**config.mk**
```make
export PLATFORM = sky130hd
export DESIGN_NAME = hsa_ctrl
export DESIGN_NICKNAME = d
export VERILOG_FILES = /design/src/hdl/hsa_pkg.sv /design/src/hdl/hsa_ctrl.sv
export SDC_FILE = /design/constraint.sdc
export NUM_CORES = 1
export LEC_CHECK = 0
export BUFFER_PORTS_ARGS = -buffer_cell sky130_fd_sc_hd__buf_2
export CORE_AREA = 2 2 39 41
export CTS_CLUSTER_DIAMETER = 120
export DETAILED_ROUTE_END_ITERATION = 10
export DIE_AREA = 0 0 41 43
export HOLD_SLACK_MARGIN = 0.06
export PLACE_DENSITY = 0.66
export SLEW_MARGIN = 40
export SYNTH_ARGS = -nofsm -noshare
export SYNTH_HDL_FRONTEND = slang
export SYNTH_SLANG_ARGS = --single-unit
```
**constraint.sdc**
```tcl
create_clock -name clk -period 1.58 [get_ports clk]
set_input_delay 0.079 -clock clk [delete_from_list [all_inputs] [get_ports clk]]
set_output_delay 0.079 -clock clk [all_outputs]
set_load 0.03 [all_outputs]
```
**src/hdl/hsa_pkg.sv**
```systemverilog
// ----------------------------------------------------------------------------
// Heatmap splat accumulator package
// Shared word types, opcodes, arithmetic constants and the command/status
// structs that join the controller and the datapath.
// ----------------------------------------------------------------------------
package hsa_pkg;

	// field widths
	localparam int OP_W   = 2;
	localparam int POS_W  = 8;
	localparam int COL_W  = 8;
	localparam int HEAT_W = 24;

	// opcodes
	localparam logic [OP_W-1:0] OP_CLEAR = 2'd0;
	localparam logic [OP_W-1:0] OP_SPLAT = 2'd1;
	localparam logic [OP_W-1:0] OP_READ  = 2'd2;
	localparam logic [OP_W-1:0] OP_NOP   = 2'd3;

	// heat arithmetic
	localparam logic [HEAT_W-1:0] HEAT_MAX   = 24'hFFFFFF;
	localparam logic [HEAT_W-1:0] CENTRE_ADD = 24'd50;
	localparam int                SPREAD_NUM = 800;
	localparam logic [COL_W-1:0]  COL_MAX    = 8'd255;

	// spread divider: quotient of 800 needs 10 bits, squared distance of a
	// radius up to 31 needs 11 bits
	localparam int QUO_W = 10;
	localparam int D2_W  = 11;
	// window offset (radius up to 31) and window coordinate (-31..286)
	localparam int OFS_W = 6;
	localparam int CRD_W = 10;

	// input word
	typedef struct packed {
		logic [OP_W-1:0]  opcode;
		logic [POS_W-1:0] pos_x;
		logic [POS_W-1:0] pos_y;
	} item_t;

	// result word
	typedef struct packed {
		logic [COL_W-1:0]  red;
		logic [COL_W-1:0]  green;
		logic [COL_W-1:0]  blue;
		logic              cell_nonzero;
		logic [HEAT_W-1:0] cell_heat;
		logic [HEAT_W-1:0] peak_value;
	} result_t;

	// controller to datapath
	typedef struct packed {
		logic load;       // capture the input word
		logic sweep;      // write zero at the sweep address and advance
		logic peak_clr;   // clear the peak
		logic win_init;   // reset window offsets to the corner
		logic win_step;   // issue one window cell and advance
		logic rd_cell;    // read the addressed cell
		logic heat_ld;    // capture read heat
		logic col_start;  // start the colour divider
		logic out_ld;     // load the result register
	} cmd_t;

	// datapath to controller
	typedef struct packed {
		logic sweep_last;
		logic win_last;
		logic pipe_empty;
		logic col_done;
	} sts_t;

endpackage

```
**src/hdl/hsa_ctrl.sv**
```systemverilog
// ----------------------------------------------------------------------------
// Heatmap controller
// Sequences the clearing sweep, the window walk, the cell read and the
// colour division, and raises the result strobe.
// ----------------------------------------------------------------------------
module hsa_ctrl (
	input  logic                       clk,
	input  logic                       arst_n,
	input  logic                       start,
	input  logic [hsa_pkg::OP_W-1:0]   op,
	input  hsa_pkg::sts_t              sts,
	output logic                       busy,
	output logic                       done,
	output hsa_pkg::cmd_t              cmd
);

	localparam logic [3:0] ST_INIT  = 4'd0;
	localparam logic [3:0] ST_IDLE  = 4'd1;
	localparam logic [3:0] ST_CLEAR = 4'd2;
	localparam logic [3:0] ST_WIN   = 4'd3;
	localparam logic [3:0] ST_DRAIN = 4'd4;
	localparam logic [3:0] ST_RD0   = 4'd5;
	localparam logic [3:0] ST_RD1   = 4'd6;
	localparam logic [3:0] ST_COL0  = 4'd7;
	localparam logic [3:0] ST_COL   = 4'd8;
	localparam logic [3:0] ST_FIN   = 4'd9;

	logic [3:0] state_q, state_d;
	logic       done_q;

	// next state and commands
	always_comb begin
		state_d = state_q;
		cmd     = '0;
		unique case (state_q)
			ST_INIT: begin
				cmd.sweep    = 1'b1;
				cmd.peak_clr = 1'b1;
				if (sts.sweep_last) begin
					state_d = ST_IDLE;
				end
			end
			ST_IDLE: begin
				if (start) begin
					cmd.load     = 1'b1;
					cmd.win_init = 1'b1;
					unique case (op)
						hsa_pkg::OP_CLEAR: state_d = ST_CLEAR;
						hsa_pkg::OP_SPLAT: state_d = ST_WIN;
						hsa_pkg::OP_READ:  state_d = ST_RD0;
						hsa_pkg::OP_NOP:   state_d = ST_FIN;
					endcase
				end
			end
			ST_CLEAR: begin
				cmd.sweep    = 1'b1;
				cmd.peak_clr = 1'b1;
				if (sts.sweep_last) begin
					state_d = ST_FIN;
				end
			end
			ST_WIN: begin
				cmd.win_step = 1'b1;
				if (sts.win_last) begin
					state_d = ST_DRAIN;
				end
			end
			ST_DRAIN: begin
				if (sts.pipe_empty) begin
					state_d = ST_FIN;
				end
			end
			ST_RD0: begin
				cmd.rd_cell = 1'b1;
				state_d     = ST_RD1;
			end
			ST_RD1: begin
				cmd.heat_ld = 1'b1;
				state_d     = ST_COL0;
			end
			ST_COL0: begin
				cmd.col_start = 1'b1;
				state_d       = ST_COL;
			end
			ST_COL: begin
				if (sts.col_done) begin
					state_d = ST_FIN;
				end
			end
			ST_FIN: begin
				cmd.out_ld = 1'b1;
				state_d    = ST_IDLE;
			end
			default: begin
				state_d = ST_IDLE;
			end
		endcase
	end

	// state and result strobe
	always_ff @(posedge clk or negedge arst_n) begin
		if (!arst_n) begin
			state_q <= ST_INIT;
			done_q  <= 1'b0;
		end else begin
			state_q <= state_d;
			done_q  <= (state_q == ST_FIN);
		end
	end

	assign busy = (state_q != ST_IDLE);
	assign done = done_q;

endmodule

```
==> reports/results.ini, run 1 <==
[outcome]
status=complete, no violations

[drt]
via_per_inst=4.822
drc_errors=0
vias=487
ant_nets=0
drt-total-wl_um=1199
dr.pass1.iters=4
drt-initial-drc-count=7
wl_per_cell_um=11.87

[global_routing]
grt_pass1_wl_um=1959
antenna_found_initial=0
grt_pass1_vias=453
grt_util_all_layers_pct=16.30
grt_max_degree=14
overflow=0

[power]
p_sw_uw=642.1
power_frac_comb_pct=72.8
p_leak_nw=0.3487
share_seq_of_total_power_pct=15.7
irDropWorstVdd_v=0.0007097
power.density_mw_per_mm2=1971
p_int_uw=694.5
switching_share_pct=48.04
clockPowerShare_pct=11.5

[timing]
setup_viol=0
skew_ps=9.633
max_freq_ghz=0.6663
timing.final.crit_period_ps=1501
worst_slew_pin_slew_ps=331.9
relSlewSlack_pct=77.59
setup_tns_ps=0
period_share_pct=94.98
hold_viol_final=0
drv_slew=0
rsz0062_at_grt=false

[finish]
ff_latch_area_um2=125.1
drive_above_1_share_pct=50.59
layout_common_cells=18 x buf_2, 10 x buf_4, 5 x nor2_1, 5 x dfrtp_1, 4 x nand2_1
final_common_cell=buf_2
instances_no_fill=101
areaGrowthSynthToFinish_pct=45.70
diodes=0
multi_input_area_um2=300.3
fillers=139
layout.nets=95

[critical_path]
slowest_stage=dfrtp_1
arrival_ps=1640
critical_path_class=reg -> reg
start_kind=register
path_cells=nand2b_1, or4_4, nand3_2, mux2_4
cp_max_fo=7
endpoint_kind=register
worstPathRequired_ps=1720
critPathMaxStageDelay_ps=440

[synthesis]
yosysUniqueCellTypes=33
async_flop_share_pct=100.0
ys_seq_elements=5
synth_edf_count=0
ys_warn_count=0
synth_cells=56
avgSynthCellArea_um2=8.312
syn-num-nets=65
syn_area_um2=465.4
ys_seq_area_share_pct=26.88
ys.flop_type=dfrtp_1

[floorplanning]
coreArea_mm2=0.001384
fp.dieW_um=41
io_pins=20
num_rows=14
die_area_mm2=0.001763
die_h_um=43
initial_core_util_pct=33.63

[placement]
port_buffers=19
place_hpwl_um=908.9
place_inst=92
gp_congestion=0.7869

[clocking]
clk_pin_slew_ps=50
insertion_delay_ps=250
clockBufferDepth=2
cts_sinks=5
cts_buffers=3
cts_tree=done
htreeDepth=1
root_buffer=clkbuf_4

[job]
maxCapViolCount=0

[hold_path]
hold_path.class=in -> reg

-- worst max-delay path, delay by kind of cell (launching register included) --
| family | cells | cell delay (ps) |
|---|---|---|
| and+or+nand+nor | 3 | 650 |
| DFF | 1 | 440 |
| muxes | 1 | 300 |
-- repair_timing --
| item | CTS | global route |
|---|---|---|
| resized for setup | 3 | 2 |
| pin swaps | 0 | 0 |
| setup buffers | 0 | 4 |
| hold buffers | 1 | 0 |
| endpoints found under the setup margin | 1 | 4 |
| hold endpoints to repair | 5 | 0 |
-- layout make-up --
class	count	area share, %
multi-input cells	43	44.28
inverters	2	1.107
well taps	16	2.952
clock buffers	3	3.321
clock inverters	1	0.7380
flip-flops and latches	5	18.45
repair buffers	31	29.15
-- path summary, 6_finish.rpt --
kind,start,end,slack (ps),cells after the start
max in group asynchronous,arst_n,state_q[3],1250,2
setup reg to reg,state_q[2],state_q[1],80,4
setup / recovery,state_q[2],state_q[1],80,4
hold reg to reg,state_q[1],state_q[2],620,2
min in group asynchronous,arst_n,done,180,2
hold / removal,sts[0],state_q[3],60,2
-- cell usage after synthesis (2+ instances only) --
library cell  n  share of area, %
buf_6         2               4.8
inv_1         2               1.6
dfrtp_1       5                27
nor2_1        5               4.0
nor3_1        2               2.2
nor2b_1       2               2.7
nand3_1       2               2.2
buf_4         3               4.8
nor3b_1       4               6.5
nand2_1       4               3.2
a21oi_1       3               3.2
-- through the flow --
| stage | instance area, um^2 | util (%) | hold slack [ps] | total power [mW] | setup slack [ps] |
|---|---|---|---|---|---|
| after floorplan | 475.5 | - | -216.6 | 0.8947 | 117.7 |
| after CTS | 640.6 | 46.29 | 62.37 | 1.264 | 26.96 |
| final | 678.2 | 49.01 | 56.55 | 1.337 | 79.24 |
| after global routing | 678.2 | 49.01 | 76.74 | 1.448 | 10.36 |
| after detailed placement | 593.1 | 42.86 | -94.29 | 1.080 | 80.93 |
| after global placement | 593.1 | 42.86 | -103.8 | 1.072 | 118.7 |
-- routing by layer --
layer,GRT usage [%],share of wire (%)
met1,22.65,46
met2,21.88,48
met3,4.712,4.8
met4,8.667,0.67
met5,0,0
-- state kept, by name, summed over array words and instances (netlist names) --
register,flops
state_q,4
done,1
-- cells by family (layout without fill, tap and decap cells) --
group                  after synthesis  after routing  synth area share [%]
flip-flops                           5              5                 26.88
AO/OA/AOI/OAI                       11             11                 15.59
XOR/XNOR                             1              1                 1.882
multiplexers                         2              2                 5.375
buffers and inverters                8             37                 12.36
AND/OR/NAND/NOR                     29             29                 37.91
-- power groups by stage --
| stage | clock network (mW) | registers, mW | logic (mW) |
|---|---|---|---|
| 2_1_floorplan | 0 | 0.227 | 0.668 |
| 3_3_place_gp | 0 | 0.207 | 0.865 |
| 3_5_place_dp | 0 | 0.211 | 0.869 |
| 4_1_cts | 0.157 | 0.208 | 0.898 |
| 5_1_grt | 0.168 | 0.220 | 1.06 |
| 6_report | 0.154 | 0.210 | 0.973 |
Note: power is estimated with default switching activity, not from simulation.
==> run 2: changes to the inputs <==
Settings changed: PLACE_DENSITY 0.66 to 0.62.
==> run 2 against run 1 <==
  * Die area did not move
  * Power decreased by 4.7%
  * First-iteration DRC count up 43%
  * Sequential power rose by 3%
  * Hold slack better by 100 ps
  * Clock power down 5%
  * Sequential cell count did not move
  * Combinational power decreased by 6.4%
  * Utilization fell by 1.4 points
  * Worst setup slack worse by 16 ps
  * Largest power group unchanged
  * Routed wire length is 6.6% lower
  * Final cell count decreased by 4.0%
==> reports/results.ini, run 2 (same netlist as run 1, synthesis figures left out) <==
[floorplanning]
initial_core_util_pct=33.63  ; unchanged
coreArea_mm2=0.001384  ; unchanged
die_h_um=43  ; unchanged
fp.dieW_um=41  ; unchanged
io_pins=20  ; unchanged
die_area_mm2=0.001763  ; unchanged
num_rows=14  ; unchanged

[clocking]
htreeDepth=1  ; unchanged
clockBufferDepth=2  ; unchanged
clk_pin_slew_ps=40  ; about the same
cts_setup_buffers=0  ; unchanged
cts_buffers=3  ; unchanged
root_buffer=clkbuf_4
cts_tree=done
insertion_delay_ps=240  ; about the same
cts_sinks=5  ; unchanged

[outcome]
status=complete, no violations

[timing]
relSlewSlack_pct=77.70  ; +0.10 points
period_share_pct=95.97  ; +0.99 points
drv_slew=0  ; unchanged
max_freq_ghz=0.6595  ; -1.0%
timing.final.crit_period_ps=1516  ; +15.62 ps
skew_ps=0.3293  ; -9.304 ps
worst_slew_pin_slew_ps=330.4  ; -1.500 ps
setup_viol=0  ; unchanged
hold_viol_final=0  ; unchanged

[critical_path]
worstPathRequired_ps=1500  ; -220 ps
r2r-start=state_q[3]
r2r_slack_ps=100  ; +20 ps
worstRegToRegCells=4  ; unchanged
critPathMaxStageDelay_ps=370  ; -70 ps
cp_max_fo=13  ; +6
path_delay_family=simple AND/OR/NAND/NOR gates
cp_num_buf_inv=2  ; +2
path_cells=buf_4, and2b_2, nor3b_4, buf_6
slowest_stage=dfrtp_1
arrival_ps=1440  ; -200 ps
r2r_end=state_q[1]
critical_path_class=reg -> out
endpoint_kind=output port
start_kind=register

[finish]
layout_common_cells=18 x buf_2, 5 x nor2_1, 5 x buf_4
fillers=141  ; +1.4%
diodes=0  ; unchanged
areaGrowthSynthToFinish_pct=41.67
drive_above_1_share_pct=46.91  ; -3.7 points
layout.nets=91  ; -4.2%
largest_reg_flops=4  ; unchanged
instances_no_fill=97  ; -4.0%
final_area_um2=659.4  ; -2.8%
post-route-util_pct=47.65  ; -1.4 points
final_common_cell=buf_2
largest-register=state_q

[global_routing]
grt_max_degree=14  ; unchanged
grt_util_all_layers_pct=14.11  ; -2.2 points
overflow=0  ; unchanged
grt_pass1_vias=416  ; -8.2%
antenna_found_initial=0  ; unchanged
grt_pass1_wl_um=1662  ; -15%

[hold_path]
hold_start=sts[1]
whs_path_depth=3  ; +1
hold_path.class=in -> reg
min_to=state_q[2]

[drt]
vias=485  ; -0.41%
drt-initial-drc-count=10  ; +3
wl_per_cell_um=11.55  ; -2.7%
drc_errors=0  ; unchanged
dr.pass1.iters=4  ; unchanged
via_per_inst=5.000  ; +3.7%
ant_nets=0  ; unchanged
drt-total-wl_um=1120  ; -6.6%

[power]
clockPowerShare_pct=11.5  ; about the same
irDropWorstVdd_v=0.0006855  ; -3.4%
share_seq_of_total_power_pct=16.9  ; +1.2 points
p_int_uw=660.1  ; -5.0%
p_leak_nw=0.3281  ; -5.9%
power_frac_comb_pct=71.6  ; -1.2 points
switching_share_pct=48.16  ; +0.12 points
p_sw_uw=613.2  ; -4.5%
power.density_mw_per_mm2=1931  ; -2.0%
power_mw=1.273  ; -4.7%

[job]
maxCapViolCount=0  ; unchanged

[placement]
gp_congestion=0.7460  ; -5.2%
place_inst=91  ; -1.1%
place_hpwl_um=843  ; -7.3%
port_buffers=19  ; unchanged
placed_cell_area_um2=598.1  ; +0.84%

## run 2: layout make-up
| class | count | area [um^2] | share of cell area [%] |
|---|---|---|---|
| multi-input combinational | 43 | 300.3 | 45.54 |
| sequential | 5 | 126.4 | 19.17 |
| clock buffer | 4 | 26.28 | 3.985 |
| inverter | 2 | 7.507 | 1.139 |
| tap | 16 | 20.02 | 3.036 |
| timing repair buffer | 27 | 178.9 | 27.13 |
## run 2: how the worst max path moves through the flow
stage	from	to	slack, ps	cells after the start
floorplan	state_q[3]	state_q[1]	120	4
global placement	state_q[2]	state_q[1]	110	4
detailed placement	state_q[2]	state_q[1]	50	4
CTS	state_q[1]	cmd[0]	4	4
global route	state_q[1]	cmd[0]	-4	4
finish	state_q[1]	cmd[0]	60	4
## run 2: timing repair
item,4_1_cts,5_1_grt
endpoints found under the hold margin,6,0
hold buffers,2,0
setup endpoints to repair,0,4
gates resized for setup,0,6
## run 2: through the flow
step	hold WS, ps	setup TNS (ps)	setup slack (ps)
after CTS	166.5	0	4.333
after detailed placement	-103.0	0	49.70
after global placement	-103.6	0	110.9
final	159.8	0	63.62
after global routing	165.8	-5.050	-3.684
after floorplan	-216.6	0	117.7
## run 2: worst register-to-register path, stage by stage (launching register included)
cell and delay, ps:
dfrtp_1 360, nand2b_1 160, or4_4 450, nand3_2 100
mux2_4 290
## run 2: power by group through the flow
stage	sequential [mW]	combinational, mW	clock (mW)
after detailed placement	0.214	0.876	0
after global routing	0.221	0.992	0.166
after global placement	0.211	0.872	0
after floorplan	0.227	0.668	0
after CTS	0.214	0.880	0.150
final	0.216	0.911	0.146
## run 2: metal layers
layer	vias up	wire length, um	GRT usage [%]
li1	249	-	-
met3	0	61	4.712
met4	0	0	8.667
met1	217	497	16.61
met2	19	561	20.94
met5	-	0	0
==> run 3: changes to the inputs <==
Settings changed: ABC_AREA set to 1, PLACE_DENSITY 0.62 to 0.6.
==> run 3 against run 2 <==
  * First-iteration DRC count is 50% lower
  * Utilization is 6.3 points lower
  * Sequential cell count stayed put
  * Via count is 4.1% lower
  * Maximum frequency is 3.6% higher
  * Worst setup slack better by 53 ps
  * Synthesized cell count is 13% higher
  * Combinational power is 22% lower
  * Hold slack worse by 6.7 ps
  * Clock power hardly changed
  * Critical path type unchanged
  * Critical endpoint unchanged
  * Largest cell class unchanged
  * Largest power group unchanged
==> reports/results.ini, run 3 <==
[finish]
diodes=0  ; unchanged
post-route-util_pct=41.32  ; -6.3 points
layout.nets=93  ; +2.2%
areaGrowthSynthToFinish_pct=30.57
layout_common_cells=19 x buf_2, 11 x nand2_1, 10 x inv_1
final_common_cell=buf_2
largest_reg_flops=4  ; unchanged
drive_above_1_share_pct=46.99  ; +0.074 points
largest-register=state_q

[synthesis]
synth_fa_ha_area_share_pct=0  ; unchanged
synth_top_family_by_area=simple AND/OR/NAND/NOR gates
synthSimpleGateAreaFrac_pct=44.57  ; +6.7 points
yosysUniqueCellTypes=21  ; -36%
synth_cells=63  ; +13%
synth_top_area_share_pct=28.57  ; +1.7 points
synth_top_cell_by_area=dfrtp_1
ys_seq_area_share_pct=28.57  ; +1.7 points
ys_warn_count=0  ; unchanged
synth_mux_area_share_pct=0  ; -5.4 points
netlist_top_cells_count=11 x nand2_1, 10 x inv_1, 5 x dfrtp_1, 5 x nand3_1
async_flop_share_pct=100.0  ; unchanged
avgSynthCellArea_um2=6.951  ; -16%
synth-xor-area-share_pct=0  ; -1.9 points
ys_seq_elements=5  ; unchanged
ys.flop_type=dfrtp_1
synth_compound_area_share_pct=8.000  ; -7.6 points
yosys.cell_count.top_type=nand2_1
synth_edf_count=0  ; unchanged
synth.area.top_cells=dfrtp_1 29%, nand2_1 9.4%, inv_1 8.6%
syn_area_um2=437.9  ; -5.9%
syn-num-nets=72  ; +11%

[timing]
rsz0062_at_grt=false
setup_tns_ps=0  ; unchanged
hold_viol_final=0  ; unchanged
skew_ps=4.455  ; +4.126 ps
relSlewSlack_pct=74.38  ; -3.3 points
worst_slew_pin_slew_ps=384.3  ; +53.92 ps
max_freq_ghz=0.6835  ; +3.6%
setup_viol=0  ; unchanged
drv_slew=0  ; unchanged
timing.final.crit_period_ps=1463  ; -53.24 ps
period_share_pct=92.60  ; -3.4 points

[floorplanning]
coreArea_mm2=0.001384  ; unchanged
die_h_um=43  ; unchanged
io_pins=20  ; unchanged
num_rows=14  ; unchanged
initial_core_util_pct=31.65  ; -2.0 points
die_area_mm2=0.001763  ; unchanged
fp.dieW_um=41  ; unchanged

[drt]
wl_per_cell_um=9.899  ; -14%
via_per_inst=4.697  ; -6.1%
drt-initial-drc-count=5  ; -5
vias=465  ; -4.1%
ant_nets=0  ; unchanged
drc_errors=0  ; unchanged
drt-total-wl_um=980  ; -13%
dr.pass1.iters=4  ; unchanged

[critical_path]
critical_path_class=reg -> out
path_delay_family=flip-flops
slowest_stage=dfrtp_1
start_kind=register
cp_max_fo=9  ; -4
cp_num_buf_inv=1  ; -1
endpoint_kind=output port
critPathMaxStageDelay_ps=510  ; +140 ps
r2r_slack_ps=240  ; +140 ps
arrival_ps=1380  ; -60 ps
path_cells=nor4_2, buf_2
worstPathRequired_ps=1500  ; about the same
r2r_end=state_q[1]
r2r-start=state_q[1]
worstRegToRegCells=6  ; +2

[hold_path]
hold_path.class=in -> reg
hold_start=sts[1]
whs_path_depth=3  ; unchanged
min_to=state_q[2]

[global_routing]
grt_util_all_layers_pct=13.03  ; -1.1 points
grt_max_degree=10  ; -4
grt_pass1_vias=386  ; -7.2%
grt_pass1_wl_um=1511  ; -9.1%
antenna_found_initial=0  ; unchanged
overflow=0  ; unchanged

[clocking]
root_buffer=clkbuf_4
cts_tree=done
htreeDepth=1  ; unchanged
insertion_delay_ps=240  ; about the same
cts_sinks=5  ; unchanged
cts_buffers=3  ; unchanged
cts_setup_buffers=0  ; unchanged
clockBufferDepth=2  ; unchanged
clk_pin_slew_ps=50  ; about the same

[power]
irDropWorstVdd_v=0.0008282  ; +21%
p_leak_nw=0.3502  ; +6.7%
power.density_mw_per_mm2=1982  ; +2.6%

[job]
maxCapViolCount=0  ; unchanged

[placement]
place_hpwl_um=819.1  ; -2.8%
gp_congestion=0.8185  ; +9.7%
port_buffers=19  ; unchanged

[outcome]
status=complete, no violations

## run 3: cell count changes after synthesis, moves of 4 or more
cell     before  now
inv_1         2   10
nand2_1       4   11
nand4_1       0    4
nor3b_1       4    0
## run 3: final cells by class
cell class	count	area, um^2
clock buffers	3	22.52
fillers	158	812.0
well taps	16	20.02
inverters	13	48.80
flip-flops and latches	5	126.4
repair buffers	20	105.1
multi-input cells	41	244.0
clock inverters	1	5.005
## run 3: power breakdown
part / leakage, nW / total (mW) / switching [mW] / internal (mW)
clock network: 0.0177 / 0.146 / 0.0544 / 0.0916
logic: 0.269 / 0.709 / 0.488 / 0.221
registers: 0.0636 / 0.278 / 0.101 / 0.177
## run 3: cells by family after synthesis
logic type | count (synthesis)
buffers and inverters | 17
DFF | 5
AOI/OAI and AO/OA | 5
and+or+nand+nor | 36
## run 3: how the worst max path moves through the flow
stage | from | endpoint | depth (start not counted)
after floorplan | state_q[3] | cmd[8] | 4
after global placement | state_q[0] | state_q[1] | 7
after detailed placement | state_q[0] | state_q[1] | 7
after CTS | state_q[0] | cmd[0] | 3
after global routing | state_q[1] | cmd[0] | 2
final | state_q[1] | cmd[0] | 2
## run 3: tightest hold or removal path, stage by stage
cell      delay, ps
buf_2            70
nand3b_1        130
nand2_1          70
## run 3: per-stage QoR
| stage | hold slack [ps] | cells | worst slack (ps) | instance area (um^2) | power, mW |
|---|---|---|---|---|---|
| floorplan | -216.6 | 63 | 110.7 | 446.7 | 0.8763 |
| global placement | -105.3 | 94 | 259.6 | 528.0 | 0.9743 |
| detailed placement | -101.4 | 94 | 221.5 | 528.0 | 0.9775 |
| CTS | 159.2 | 99 | 16.39 | 565.5 | 1.129 |
| global route | 162.6 | 99 | 20.61 | 571.8 | 1.225 |
| finish | 153.1 | 99 | 116.9 | 571.8 | 1.133 |
## run 3: what timing repair did
action	CTS	global route
hold buffers	1	0
setup endpoints to repair	0	3
gates resized for setup	0	2
hold endpoints to repair	5	0
## run 3: per-layer routing
metal  global-route usage, %  part of all wire (%)  vias up
li1                        -                     -      243
met1                   14.75                    38      204
met2                   20.63                    55       16
met3                   3.141                   5.3        2
met4                   8.000                   1.2        0
met5                       0                     0        -
